File: src/sv/fir_clamped_edge_convolution_assert.svh
// Assertion macros for the clamped-edge FIR filter.
`ifndef FIR_CLAMPED_EDGE_CONVOLUTION_ASSERT_SVH
`define FIR_CLAMPED_EDGE_CONVOLUTION_ASSERT_SVH
`ifndef SYNTH
`define FCE_ASSERT_SAME(lbl, ante, cons) \
  lbl: assert property (@(posedge clk) disable iff (!rst_n) (ante) |-> (cons)) \
    else $error("fce same-cycle check failed");
`define FCE_ASSERT_NEXT(lbl, ante, cons) \
  lbl: assert property (@(posedge clk) disable iff (!rst_n) (ante) |=> (cons)) \
    else $error("fce next-cycle check failed");
`else
`define FCE_ASSERT_SAME(lbl, ante, cons)
`define FCE_ASSERT_NEXT(lbl, ante, cons)
`endif
`endif

File: src/sv/fce_pkg.sv
// Shared types and constants of the clamped-edge FIR filter.
package fce_pkg;

  localparam int SAMPLE_BITS    = 16;
  localparam int COEF_BITS      = 16;
  localparam int COEF_FRAC_BITS = 15;
  localparam int PROD_BITS      = COEF_BITS + SAMPLE_BITS + 1;
  localparam int TAP_IDX_BITS   = 7;

  localparam logic MODE_COEF   = 1'b0;
  localparam logic MODE_SAMPLE = 1'b1;

  typedef struct packed {
    logic                        mode;
    logic [5:0]                  coef_index;
    logic signed [COEF_BITS-1:0] coef_value;
    logic [SAMPLE_BITS-1:0]      sample;
    logic                        row_end;
  } fce_in_t;

  typedef struct packed {
    logic [SAMPLE_BITS-1:0] filtered;
    logic                   clipped;
    logic                   final_res;
  } fce_out_t;

  typedef enum logic [2:0] {
    ST_IDLE,
    ST_ISSUE,
    ST_DRAIN,
    ST_OUT,
    ST_FLUSH
  } fce_state_t;

  typedef struct packed {
    logic                    load_coef;
    logic                    push;
    logic                    row_start;
    logic                    flush_push;
    logic                    tap_valid;
    logic                    tap_last;
    logic [TAP_IDX_BITS-1:0] tap_idx;
    logic [TAP_IDX_BITS-1:0] win_idx;
    logic                    out_load;
    logic                    out_final;
  } fce_cmd_t;

  typedef struct packed {
    logic acc_done;
  } fce_stat_t;

endpackage

File: src/sv/fce_ctrl.sv
// Controller: request handshake, row bookkeeping and tap sequencing.
module fce_ctrl #(
  parameter int MAX_TAPS = 63
) (
  input  logic               clk,
  input  logic               rst_n,
  input  logic               cfg_we,
  input  logic [4:0]         cfg_wdata,
  input  logic               in_valid,
  input  fce_pkg::fce_in_t   in_data,
  output logic               in_stall,
  output logic               out_valid,
  input  logic               out_stall,
  input  fce_pkg::fce_stat_t stat,
  output fce_pkg::fce_cmd_t  cmd
);

  localparam int TW  = $clog2(MAX_TAPS + 1);
  localparam int LIM = (MAX_TAPS - 1) / 2;

  fce_pkg::fce_state_t state_r, state_nxt;
  logic [4:0]    half_width_r;
  logic [4:0]    n_eff;
  logic [4:0]    n_r, n_nxt;
  logic [5:0]    row_cnt_r, row_cnt_nxt;
  logic [5:0]    pos_r, pos_nxt;
  logic [4:0]    j_r, j_nxt;
  logic [TW-1:0] k_r, k_nxt;
  logic          last_r, last_nxt;
  logic [TW-1:0] two_n;
  logic [4:0]    j_inc;
  logic [6:0]    reach;

  always_comb begin
    if (int'(half_width_r) > LIM) begin
      n_eff = 5'(LIM);
    end else begin
      n_eff = half_width_r;
    end
  end

  assign two_n = TW'({1'b0, n_r, 1'b0});
  assign j_inc = j_r + 5'd1;
  assign reach = {1'b0, pos_r} + {2'b00, j_inc};

  always_ff @(posedge clk) begin
    if (!rst_n) begin
      half_width_r <= 5'd1;
    end else if (cfg_we) begin
      half_width_r <= cfg_wdata;
    end
  end

  always_ff @(posedge clk) begin
    if (!rst_n) begin
      state_r   <= fce_pkg::ST_IDLE;
      row_cnt_r <= '0;
      n_r       <= '0;
      pos_r     <= '0;
      j_r       <= '0;
      k_r       <= '0;
      last_r    <= 1'b0;
    end else begin
      state_r   <= state_nxt;
      row_cnt_r <= row_cnt_nxt;
      n_r       <= n_nxt;
      pos_r     <= pos_nxt;
      j_r       <= j_nxt;
      k_r       <= k_nxt;
      last_r    <= last_nxt;
    end
  end

  always_comb begin
    state_nxt   = state_r;
    row_cnt_nxt = row_cnt_r;
    n_nxt       = n_r;
    pos_nxt     = pos_r;
    j_nxt       = j_r;
    k_nxt       = k_r;
    last_nxt    = last_r;
    cmd         = '0;
    cmd.tap_idx = 7'(k_r);
    cmd.win_idx = 7'(two_n - k_r);
    in_stall    = 1'b1;
    out_valid   = 1'b0;
    unique case (state_r)
      fce_pkg::ST_IDLE: begin
        in_stall = 1'b0;
        if (in_valid) begin
          if (in_data.mode == fce_pkg::MODE_COEF) begin
            cmd.load_coef = 1'b1;
          end else begin
            cmd.push      = 1'b1;
            cmd.row_start = (row_cnt_r == '0);
            n_nxt         = n_eff;
            pos_nxt       = row_cnt_r;
            j_nxt         = '0;
            k_nxt         = '0;
            last_nxt      = in_data.row_end;
            if (in_data.row_end) begin
              row_cnt_nxt = '0;
            end else if (row_cnt_r != 6'd63) begin
              row_cnt_nxt = row_cnt_r + 6'd1;
            end
            if (row_cnt_r >= {1'b0, n_eff}) begin
              state_nxt = fce_pkg::ST_ISSUE;
            end else if (in_data.row_end) begin
              state_nxt = fce_pkg::ST_FLUSH;
            end
          end
        end
      end
      fce_pkg::ST_ISSUE: begin
        cmd.tap_valid = 1'b1;
        cmd.tap_last  = (k_r == two_n);
        k_nxt         = k_r + TW'(1);
        if (k_r == two_n) begin
          state_nxt = fce_pkg::ST_DRAIN;
        end
      end
      fce_pkg::ST_DRAIN: begin
        if (stat.acc_done) begin
          cmd.out_load  = 1'b1;
          cmd.out_final = last_r && (j_r == n_r);
          state_nxt     = fce_pkg::ST_OUT;
        end
      end
      fce_pkg::ST_OUT: begin
        out_valid = 1'b1;
        if (!out_stall) begin
          if (last_r && (j_r != n_r)) begin
            state_nxt = fce_pkg::ST_FLUSH;
          end else begin
            state_nxt = fce_pkg::ST_IDLE;
          end
        end
      end
      fce_pkg::ST_FLUSH: begin
        // replicate the last sample once more past the row end
        cmd.flush_push = 1'b1;
        j_nxt          = j_inc;
        k_nxt          = '0;
        if (reach >= {2'b00, n_r}) begin
          state_nxt = fce_pkg::ST_ISSUE;
        end
      end
      default: begin
        state_nxt = fce_pkg::ST_IDLE;
      end
    endcase
  end

endmodule

File: src/sv/fce_dpath.sv
// Datapath: coefficient store, sample ring, multiply-accumulate and rounding.
module fce_dpath #(
  parameter int MAX_TAPS = 63
) (
  input  logic               clk,
  input  logic               rst_n,
  input  fce_pkg::fce_in_t   in_data,
  input  fce_pkg::fce_cmd_t  cmd,
  output fce_pkg::fce_stat_t stat,
  output fce_pkg::fce_out_t  out_data
);

  localparam int TW    = $clog2(MAX_TAPS + 1);
  localparam int SB    = fce_pkg::SAMPLE_BITS;
  localparam int CB    = fce_pkg::COEF_BITS;
  localparam int FB    = fce_pkg::COEF_FRAC_BITS;
  localparam int PB    = fce_pkg::PROD_BITS;
  localparam int ACC_W = PB + TW;

  logic signed [CB-1:0] coef_mem [MAX_TAPS];
  logic [MAX_TAPS-1:0]  coef_vld_r;
  logic [SB-1:0]        win_mem [2**TW];

  logic [TW-1:0]        wr_ptr_r;
  logic [TW-1:0]        fill_r;
  logic [SB-1:0]        first_r;
  logic [SB-1:0]        samp_r;

  logic                 coef_ok;
  logic [TW-1:0]        coef_waddr;
  logic [TW-1:0]        tap_addr;
  logic [TW-1:0]        win_off;
  logic [TW-1:0]        win_raddr;
  logic                 win_we;
  logic [SB-1:0]        win_wdata;

  logic signed [CB-1:0] coef_rd_r;
  logic                 coef_hit_r;
  logic [SB-1:0]        samp_rd_r;
  logic                 use_first_r;
  logic                 v1_r, last1_r;

  logic signed [CB-1:0] coef_op;
  logic [SB-1:0]        samp_op;
  logic signed [PB-1:0] prod_r;
  logic                 v2_r, last2_r;

  logic signed [ACC_W-1:0] acc_r;
  logic                    acc_done_r;
  logic signed [ACC_W-1:0] rnd_sum;
  logic signed [ACC_W-1:0] rnd_shr;
  logic [SB-1:0]           res_val;
  logic                    res_clip;

  assign coef_ok    = int'(in_data.coef_index) < MAX_TAPS;
  assign coef_waddr = TW'(in_data.coef_index);
  assign tap_addr   = TW'(cmd.tap_idx);
  assign win_off    = TW'(cmd.win_idx);
  assign win_raddr  = wr_ptr_r - TW'(1) - win_off;
  assign win_we     = cmd.push || cmd.flush_push;
  assign win_wdata  = cmd.push ? in_data.sample : samp_r;

  always_ff @(posedge clk) begin
    if (cmd.load_coef && coef_ok) begin
      coef_mem[coef_waddr] <= in_data.coef_value;
    end
    if (cmd.tap_valid) begin
      coef_rd_r <= coef_mem[tap_addr];
    end
  end

  always_ff @(posedge clk) begin
    if (win_we) begin
      win_mem[wr_ptr_r] <= win_wdata;
    end
    if (cmd.tap_valid) begin
      samp_rd_r <= win_mem[win_raddr];
    end
  end

  always_ff @(posedge clk) begin
    if (!rst_n) begin
      coef_vld_r <= '0;
    end else if (cmd.load_coef && coef_ok) begin
      coef_vld_r[coef_waddr] <= 1'b1;
    end
  end

  always_ff @(posedge clk) begin
    if (!rst_n) begin
      wr_ptr_r <= '0;
      fill_r   <= '0;
    end else if (win_we) begin
      wr_ptr_r <= wr_ptr_r + TW'(1);
      if (cmd.row_start) begin
        fill_r <= TW'(1);
      end else if (fill_r != TW'(MAX_TAPS)) begin
        fill_r <= fill_r + TW'(1);
      end
    end
  end

  always_ff @(posedge clk) begin
    if (cmd.push) begin
      samp_r <= in_data.sample;
      if (cmd.row_start) begin
        first_r <= in_data.sample;
      end
    end
    if (cmd.tap_valid) begin
      coef_hit_r  <= coef_vld_r[tap_addr];
      // positions older than the row start repeat the first sample
      use_first_r <= (win_off >= fill_r);
    end
  end

  assign coef_op = coef_hit_r ? coef_rd_r : '0;
  assign samp_op = use_first_r ? first_r : samp_rd_r;

  always_ff @(posedge clk) begin
    prod_r <= coef_op * $signed({1'b0, samp_op});
  end

  always_ff @(posedge clk) begin
    if (!rst_n) begin
      v1_r       <= 1'b0;
      last1_r    <= 1'b0;
      v2_r       <= 1'b0;
      last2_r    <= 1'b0;
      acc_done_r <= 1'b0;
    end else begin
      v1_r       <= cmd.tap_valid;
      last1_r    <= cmd.tap_valid && cmd.tap_last;
      v2_r       <= v1_r;
      last2_r    <= last1_r;
      acc_done_r <= v2_r && last2_r;
    end
  end

  always_ff @(posedge clk) begin
    if (win_we) begin
      acc_r <= '0;
    end else if (v2_r) begin
      acc_r <= acc_r + ACC_W'(prod_r);
    end
  end

  assign rnd_sum = acc_r + (ACC_W'(1) <<< (FB - 1));
  assign rnd_shr = rnd_sum >>> FB;

  always_comb begin
    if (rnd_sum[ACC_W-1]) begin
      res_val  = '0;
      res_clip = 1'b1;
    end else if (rnd_shr[ACC_W-1:SB] != '0) begin
      res_val  = '1;
      res_clip = 1'b1;
    end else begin
      res_val  = rnd_shr[SB-1:0];
      res_clip = 1'b0;
    end
  end

  always_ff @(posedge clk) begin
    if (cmd.out_load) begin
      out_data.filtered  <= res_val;
      out_data.clipped   <= res_clip;
      out_data.final_res <= cmd.out_final;
    end
  end

  assign stat.acc_done = acc_done_r;

endmodule

File: src/sv/fir_clamped_edge_convolution.sv
// Top level of the clamped-edge FIR filter.
// Streaming 1-D FIR with replicated row borders. A mode-0 request writes one
// Q1.15 coefficient; a mode-1 request pushes one sample. Each output runs the
// 2N+1 taps through a single multiply-accumulate unit, one tap per cycle from
// the coefficient and sample memories. A sample that completes an output
// holds the input until its taps are accumulated and its result is taken.
// The sample marked row_end replays itself N more times, each replay writing
// the sample again and running an output pass when it completes a position.
// One request is in flight at a time; in_stall is high until its results are
// delivered. The user must write half_width through cfg_we/cfg_wdata only
// while the block is idle; the block itself does not enforce this.
module fir_clamped_edge_convolution #(
  parameter int MAX_TAPS = 63
) (
  input  logic              clk,
  input  logic              rst_n,
  input  logic              cfg_we,
  input  logic [4:0]        cfg_wdata,
  input  logic              in_valid,
  input  fce_pkg::fce_in_t  in_data,
  output logic              in_stall,
  output logic              out_valid,
  output fce_pkg::fce_out_t out_data,
  input  logic              out_stall
);

  fce_pkg::fce_cmd_t  cmd;
  fce_pkg::fce_stat_t stat;

  fce_ctrl #(
    .MAX_TAPS(MAX_TAPS)
  ) u_ctrl (
    .clk      (clk),
    .rst_n    (rst_n),
    .cfg_we   (cfg_we),
    .cfg_wdata(cfg_wdata),
    .in_valid (in_valid),
    .in_data  (in_data),
    .in_stall (in_stall),
    .out_valid(out_valid),
    .out_stall(out_stall),
    .stat     (stat),
    .cmd      (cmd)
  );

  fce_dpath #(
    .MAX_TAPS(MAX_TAPS)
  ) u_dpath (
    .clk     (clk),
    .rst_n   (rst_n),
    .in_data (in_data),
    .cmd     (cmd),
    .stat    (stat),
    .out_data(out_data)
  );

`include "fir_clamped_edge_convolution_assert.svh"

  `FCE_ASSERT_SAME(a_no_accept_with_result, out_valid, in_stall)
  `FCE_ASSERT_NEXT(a_final_ends_row, out_valid && !out_stall && out_data.final_res, !out_valid)
  `FCE_ASSERT_NEXT(a_coef_silent, in_valid && !in_stall && (in_data.mode == fce_pkg::MODE_COEF), !out_valid)

endmodule
File: config.mk
export PLATFORM = sky130hd
export DESIGN_NAME = fir_clamped_edge_convolution
export DESIGN_NICKNAME = d
export VERILOG_FILES = /design/src/sv/fce_pkg.sv /design/src/sv/fce_ctrl.sv /design/src/sv/fce_dpath.sv /design/src/sv/fir_clamped_edge_convolution.sv
export VERILOG_INCLUDE_DIRS = /design/src /design/src/sv
export SDC_FILE = /design/constraint.sdc
export NUM_CORES = 2
export LEC_CHECK = 0
export BUFFER_PORTS_ARGS = -buffer_cell sky130_fd_sc_hd__buf_2
export CELL_PAD_IN_SITES_DETAIL_PLACEMENT = 1
export CELL_PAD_IN_SITES_GLOBAL_PLACEMENT = 1
export CORE_AREA = 4 4 435 523
export CTS_CLUSTER_DIAMETER = 80
export DETAILED_ROUTE_END_ITERATION = 10
export DIE_AREA = 0 0 439 527
export PLACE_DENSITY_LB_ADDON = 0.1
export RECOVER_POWER = 100
export SYNTH_ARGS = -nofsm -noshare
export SYNTH_HDL_FRONTEND = slang
export SYNTH_HIERARCHICAL = 1
export SYNTH_SLANG_ARGS = --single-unit
File: constraint.sdc
create_clock -name clk -period 6.05 [get_ports clk]
set_input_delay 1.21 -clock clk [delete_from_list [all_inputs] [get_ports clk]]
set_output_delay 1.21 -clock clk [all_outputs]
set_load 0.02 [all_outputs]
# Word-level counts from Yosys, hierarchy flattened
# Memory sizes are Yosys's and may differ from the RTL's. A register that Yosys moved wholly into a read port is not among the register bits.
# Cells that the tools add are included.
classes:
  n_eq_ne: 16
  magnitude_cmp: 7
  add_sub_neg: 11
  reduce_logical: 22
  n_mul: 1
  n_bitwise: 1
  muxes: 43
op_table:
  columns: ["operator", "n"]
  rows:
  - ["16-bit two-way mux", 4]
  - ["63-bit OR", 1]
  - ["39-bit by 16-bit adder with 39-bit output (second input constant)", 1]
  - ["39-bit by 33-bit adder with 39-bit output", 1]
  - ["6-bit two-way mux", 6]
  - ["16-bit by 17-bit multiplier with 33-bit output", 1]
  - ["3-bit two-way mux", 11]
  - ["6-bit by 1-bit adder with 6-bit output (second input constant)", 4]
  - ["23-bit nonzero test", 1]
  - ["6-bit one-hot mux with 3 select lines", 1]
  - ["3-bit one-hot mux with 5 select lines", 1]
  - ["6-bit by 7-bit < comparator with 1-bit output (second input constant)", 2]
  - ["6-bit != test (second input constant)", 2]
  - ["6-bit subtractor", 2]
  - ["1-bit two-way mux", 11]
  - ["5-bit two-way mux", 2]
  - ["5-bit one-hot mux with 2 select lines", 1]
  - ["3-bit AND reduction", 3]
  - ["2-bit two-way mux", 4]
  - ["6-bit by 5-bit adder with 7-bit output", 1]
  - ["7-bit by 5-bit >= comparator with 1-bit output", 1]
  - ["7-bit AND reduction", 1]
  - ["1-bit binary-select mux with 6-bit select", 1]
  - ["1-bit demux with 6-bit select", 1]
  - ["other kinds (23)", 37]
word_totals:
  input_bits: 50
  out_inout_bits: 20
  ram_bits: 2032
  reg_bits: 241
  word_cells: 128
  n_memories: 2
memory_table:
  columns: ["name", "words", "width", "rd", "rd_ports_with_merged_regs", "write_ports", "line", "source"]
  rows:
  - ["u_dpath.win_mem", 64, 16, 1, 1, 1, "fce_dpath.sv:22", "logic [SB-1:0] win_mem [2**TW];"]
  - ["u_dpath.coef_mem", 63, 16, 1, 1, 1, "fce_dpath.sv:20", "logic signed [CB-1:0] coef_mem [MAX_TAPS];"]

# Depth between registers and ports, before layout
logic_depth:
  ltp_word: 7
  depth_mapped: 26
  ltp_nobuf: 22

# Modules after synthesis
# The synthesis kept the hierarchy.
by_module_without_submodules:
  columns: ["module", "area_each_um2", "instances", "seq_area_each_um2", "cells_each"]
  rows:
  - ["fce_dpath", 97308.3, 1, 66423.7, 5190]
  - ["fce_ctrl", 2351.0, 1, 740.7, 290]

# Worst setup path after synthesis
# OpenSTA, ideal clock, no wires.
synth_path:
  path_kind: "register to register"
  start: "register u_dpath.use_first_r"
  end: "register u_dpath.prod_r[30]"
  synth_period_minus_slack_ns: 6.569
  required_ns: 5.923
  slack_ns: -0.519
  n_path_buf: 3
  arrival_time_ns: 6.441
  setup_time_ns: 0.127
  stages_incl_launch_ff: 25
  path_cell_list: "edfxtp_1 > clkbuf_1 > clkbuf_1 > mux2i_1 > nor2_1 > fa_1 > inv_1 > fa_1 > fa_1 > inv_1 > fa_1 > fa_1 > inv_1 > fa_1 > inv_1 > ha_1 > clkbuf_1 > a21o_1 > a21o_1 > a21oi_1 > o21ai_0 > o211a_1 > o21bai_1 > o221ai_1 > xor2_1"
synth_between:
  elab_chain_cells: 2
synth_rtl:
  columns: ["item", "line", "source"]
  rows:
  - ["from (decl)", "fce_dpath.sv:40", "logic use_first_r;"]
  - ["from (signal assigned)", "fce_dpath.sv:113", "use_first_r <= (win_off >= fill_r);"]
  - ["16-bit two-way mux", "fce_dpath.sv:118", "assign samp_op = use_first_r ? first_r : samp_rd_r;"]
  - ["16-bit by 17-bit multiplier with 33-bit output", "fce_dpath.sv:121", "prod_r <= coef_op * $signed({1'b0, samp_op});"]
  - ["to (signal assigned)", "fce_dpath.sv:121", null]
  - ["to (decl)", "fce_dpath.sv:45", "logic signed [PB-1:0] prod_r;"]
# Every way passes these cells.
# A chain may end at the register's enable or synchronous reset.

# Final worst setup path
layout_path:
  start: "register u_dpath.use_first_r"
  end: "register u_dpath.prod_r[31]"
# Same word-level chain as after synthesis.

==> results.rst <==
.. list-table::
   :header-rows: 1

   * - Metric
     - Value
   * - Count of port buffers added during placement
     - 69
   * - Maximum level of the CTS H-tree
     - 4
   * - Final setup slack of the worst path
     - -0.0767 ns
   * - Violated checks
     - max-capacitance violations, max-slew violations, negative setup slack
   * - Area growth syn-to-layout
     - 13.6%
   * - Worst EP required
     - 6.85 ns
   * - DRC viols
     - 0
   * - DP Area
     - 0.106 sq mm
   * - Global-route wire length before repair
     - 398 mm
   * - Final Hold Viols
     - 0
   * - Number of violations reported at the end of detailed-routing iteration 0
     - 4,447
   * - Insertion delay of the later-clocked pin in the worst-skew pair
     - 0.90 ns
   * - Floorplan die width
     - 439 microns
   * - Total nets after synthesis
     - 5,922
   * - Clock skew after layout
     - 0.0693 ns
   * - CTS tree
     - done
   * - Share of the clock period used by the worst path
     - 101%
   * - Final core utilization
     - 50.9%
   * - Achievable Freq
     - 163 MHz
   * - Clock Tree Buf Depth
     - 4
   * - Pins Over Slew Limit
     - 2,523
   * - Routed wire length
     - 271 mm
   * - Final-layout worst hold slack
     - 0.436 ns
   * - Ports
     - 70
   * - RSZ-0062 raised after global routing
     - true
   * - Status
     - finished with violations
   * - Top fanout value on the critical path
     - 6
   * - Congestion Overflow GR
     - 0
   * - VDD IR max
     - 0.716 mV
   * - Number of vias after detailed routing
     - 52,200
   * - Reported leakage power
     - 37.7 nW
   * - Class of the tightest hold or removal check
     - reg2reg
   * - Length of the first detailed-routing pass in iterations
     - 5
   * - Slew margin rel.
     - -145%
   * - Die Footprint
     - 0.231 sq mm
   * - Count of clock tree sinks
     - 2,305
   * - Min cycle time layout
     - 6.13 ns
   * - HPWL after detailed placement
     - 170 mm
   * - Number of instances in the synthesized netlist
     - 5,476
   * - Power density relative to cell area
     - 453 mW/mm^2
   * - Routed via count divided by cell count
     - 5.77
   * - Largest net degree at the start of global routing
     - 129
   * - GR Util All Layers
     - 23.6%
   * - Clock root cell
     - sky130_fd_sc_hd__clkbuf_16
   * - Arrival @ worst endpoint
     - 6.92 ns
   * - Number of antenna violations at the first check in global routing
     - 17
   * - Total Nets Final
     - 6,326
   * - Slew @ Worst Pin
     - 3.68 ns
   * - Worst Setup Start Kind
     - flip-flop
   * - Start-to-end type of the worst setup path
     - reg2reg
   * - Antenna Violating Nets Remaining
     - 0
   * - Average wire per cell in the routed design
     - 30.0 microns
   * - Max Cap Viol
     - 90
   * - Category of the worst setup path capture point
     - flip-flop
   * - Avg Synthesized Cell Area
     - 18.2 sq um
   * - Initial Util
     - 44.8%
   * - Synth warn
     - 6
   * - Post-Syn Area
     - 0.0996 sq mm
   * - Placement row count
     - 190
   * - GP Congestion
     - 0.862
   * - Number of global-route vias before repair
     - 55,900
   * - Number of failing setup endpoints in the final timing report
     - 1
   * - Clock-pin slew on the worst setup and hold paths
     - 0.06 ns
   * - Fraction of layout cells with a size suffix above 1
     - 23.4%
   * - Vertical die dimension
     - 527 microns
   * - Number of CTS-inserted buffers
     - 233
   * - Final std cell area, no fill
     - 0.113 sq mm
   * - Floorplan core area
     - 0.223 sq mm
worst paths after layout:
kind	to	depth (start not counted)	slack, ns	from
setup / recovery	u_dpath/prod_r[31]$_DFF_P_	20	-0.08	u_dpath/use_first_r$_DFFE_PP_
hold / removal	u_dpath/last2_r$_SDFF_PN0_	1	0.44	u_dpath/last1_r$_SDFF_PN0_
setup reg to reg	u_dpath/prod_r[31]$_DFF_P_	20	-0.08	u_dpath/use_first_r$_DFFE_PP_
hold reg to reg	u_dpath/last2_r$_SDFF_PN0_	1	0.44	u_dpath/last1_r$_SDFF_PN0_
cell type report:
type / instances / area (sq um)
timing repair buffer: 425 / 2790
multi-input combinational: 2603 / 30800
clock inverter: 128 / 1350
inverter: 312 / 1170
clock buffer: 293 / 6220
sequential: 2305 / 67200
antenna: 4 / 10.0
fill: 20500 / 109000
tap: 2976 / 3720
state kept, by name, summed over array words and instances (netlist names), 16 cells and up:
signal and flops:
u_dpath/first_r 16, u_dpath/prod_r 33, u_dpath/coef_rd_r 16, u_dpath/coef_mem 1008, u_dpath/samp_rd_r 16, u_dpath/win_mem 1024, u_dpath/acc_r 39, u_dpath/out_data 18
u_dpath/samp_r 16, u_dpath/coef_vld_r 63
stage by stage:
| step | setup TNS, ns | instances | setup slack [ns] | power [mW] |
|---|---|---|---|---|
| 2_1_floorplan | -0.0135 | 5476 | -0.0135 | 29.6 |
| 4_1_cts | -0.362 | 9033 | -0.110 | 51.3 |
| 3_5_place_dp | -2.14 | 8605 | -0.306 | 35.8 |
| 3_3_place_gp | -1.46 | 8605 | -0.249 | 35.6 |
| 6_report | -0.0767 | 9046 | -0.0767 | 51.3 |
| 5_1_grt | -3.07 | 9043 | -0.284 | 54.1 |
critical path, cell delays in order, from the launching register on:
cell and delay [ns]:
sky130_fd_sc_hd__edfxtp_1 0.45, sky130_fd_sc_hd__buf_6 0.18, sky130_fd_sc_hd__buf_16 0.14, sky130_fd_sc_hd__mux2_4 0.33, sky130_fd_sc_hd__nand2_1 0.08, sky130_fd_sc_hd__fa_1 0.44
sky130_fd_sc_hd__fa_1 0.56, sky130_fd_sc_hd__inv_2 0.04, sky130_fd_sc_hd__fa_1 0.52, sky130_fd_sc_hd__fa_2 0.60, sky130_fd_sc_hd__fa_1 0.43, sky130_fd_sc_hd__fa_1 0.56
sky130_fd_sc_hd__ha_4 0.22, sky130_fd_sc_hd__a21o_1 0.17, sky130_fd_sc_hd__a21o_1 0.17, sky130_fd_sc_hd__a21o_1 0.20, sky130_fd_sc_hd__a211oi_4 0.28, sky130_fd_sc_hd__a21oi_4 0.12
sky130_fd_sc_hd__a211o_1 0.28, sky130_fd_sc_hd__a21oi_2 0.15, sky130_fd_sc_hd__xnor2_1 0.12
repair_timing:
item                                   4_1_cts  5_1_grt
resized for setup                           55       44
endpoints found under the hold margin        0        0
setup endpoints to repair                   11       12
hold buffers                                 0        0
setup buffers                                5        9
gates cloned                                 2        0
pin swaps                                   21       28
power by group:
part / internal, mW / total [mW] / switching, mW
Combinational: 8.21 / 18.2 / 9.94
Sequential: 18.6 / 18.7 / 0.150
Clock: 8.36 / 14.4 / 6.08
Total: 35.1 / 51.3 / 16.2
cells in the final DEF, fill, tap and decap left out, drive strengths merged, types with 9 or more instances in the layout:
cell type / instances
ha: 198
nor2: 368
o211ai: 18
buf: 225
edfxtp: 2100
mux4: 658
a31oi: 17
nand3: 42
a211oi: 36
and3: 22
a21o: 46
clkinv: 91
nor2b: 33
inv: 315
o21a: 76
bufinv: 26
or3: 9
and2: 28
nand2: 269
nand4: 27
fa: 198
o21bai: 16
mux2: 33
nand2b: 22
nor3: 22
clkbuf: 493
xnor2: 70
a21oi: 129
o21ai: 72
mux2i: 75
dfxtp: 205
xor2: 32
nand3b: 11
routing by layer:
metal	vias up	routed length [microns]	track usage, %
met5	-	79	0
met4	14	7390	6.07
met3	360	12400	2.57
met2	1333	137000	40.1
met1	28300	114000	32.7
li1	22200	-	-
No activity file was read; power rests on OpenSTA's default activity.
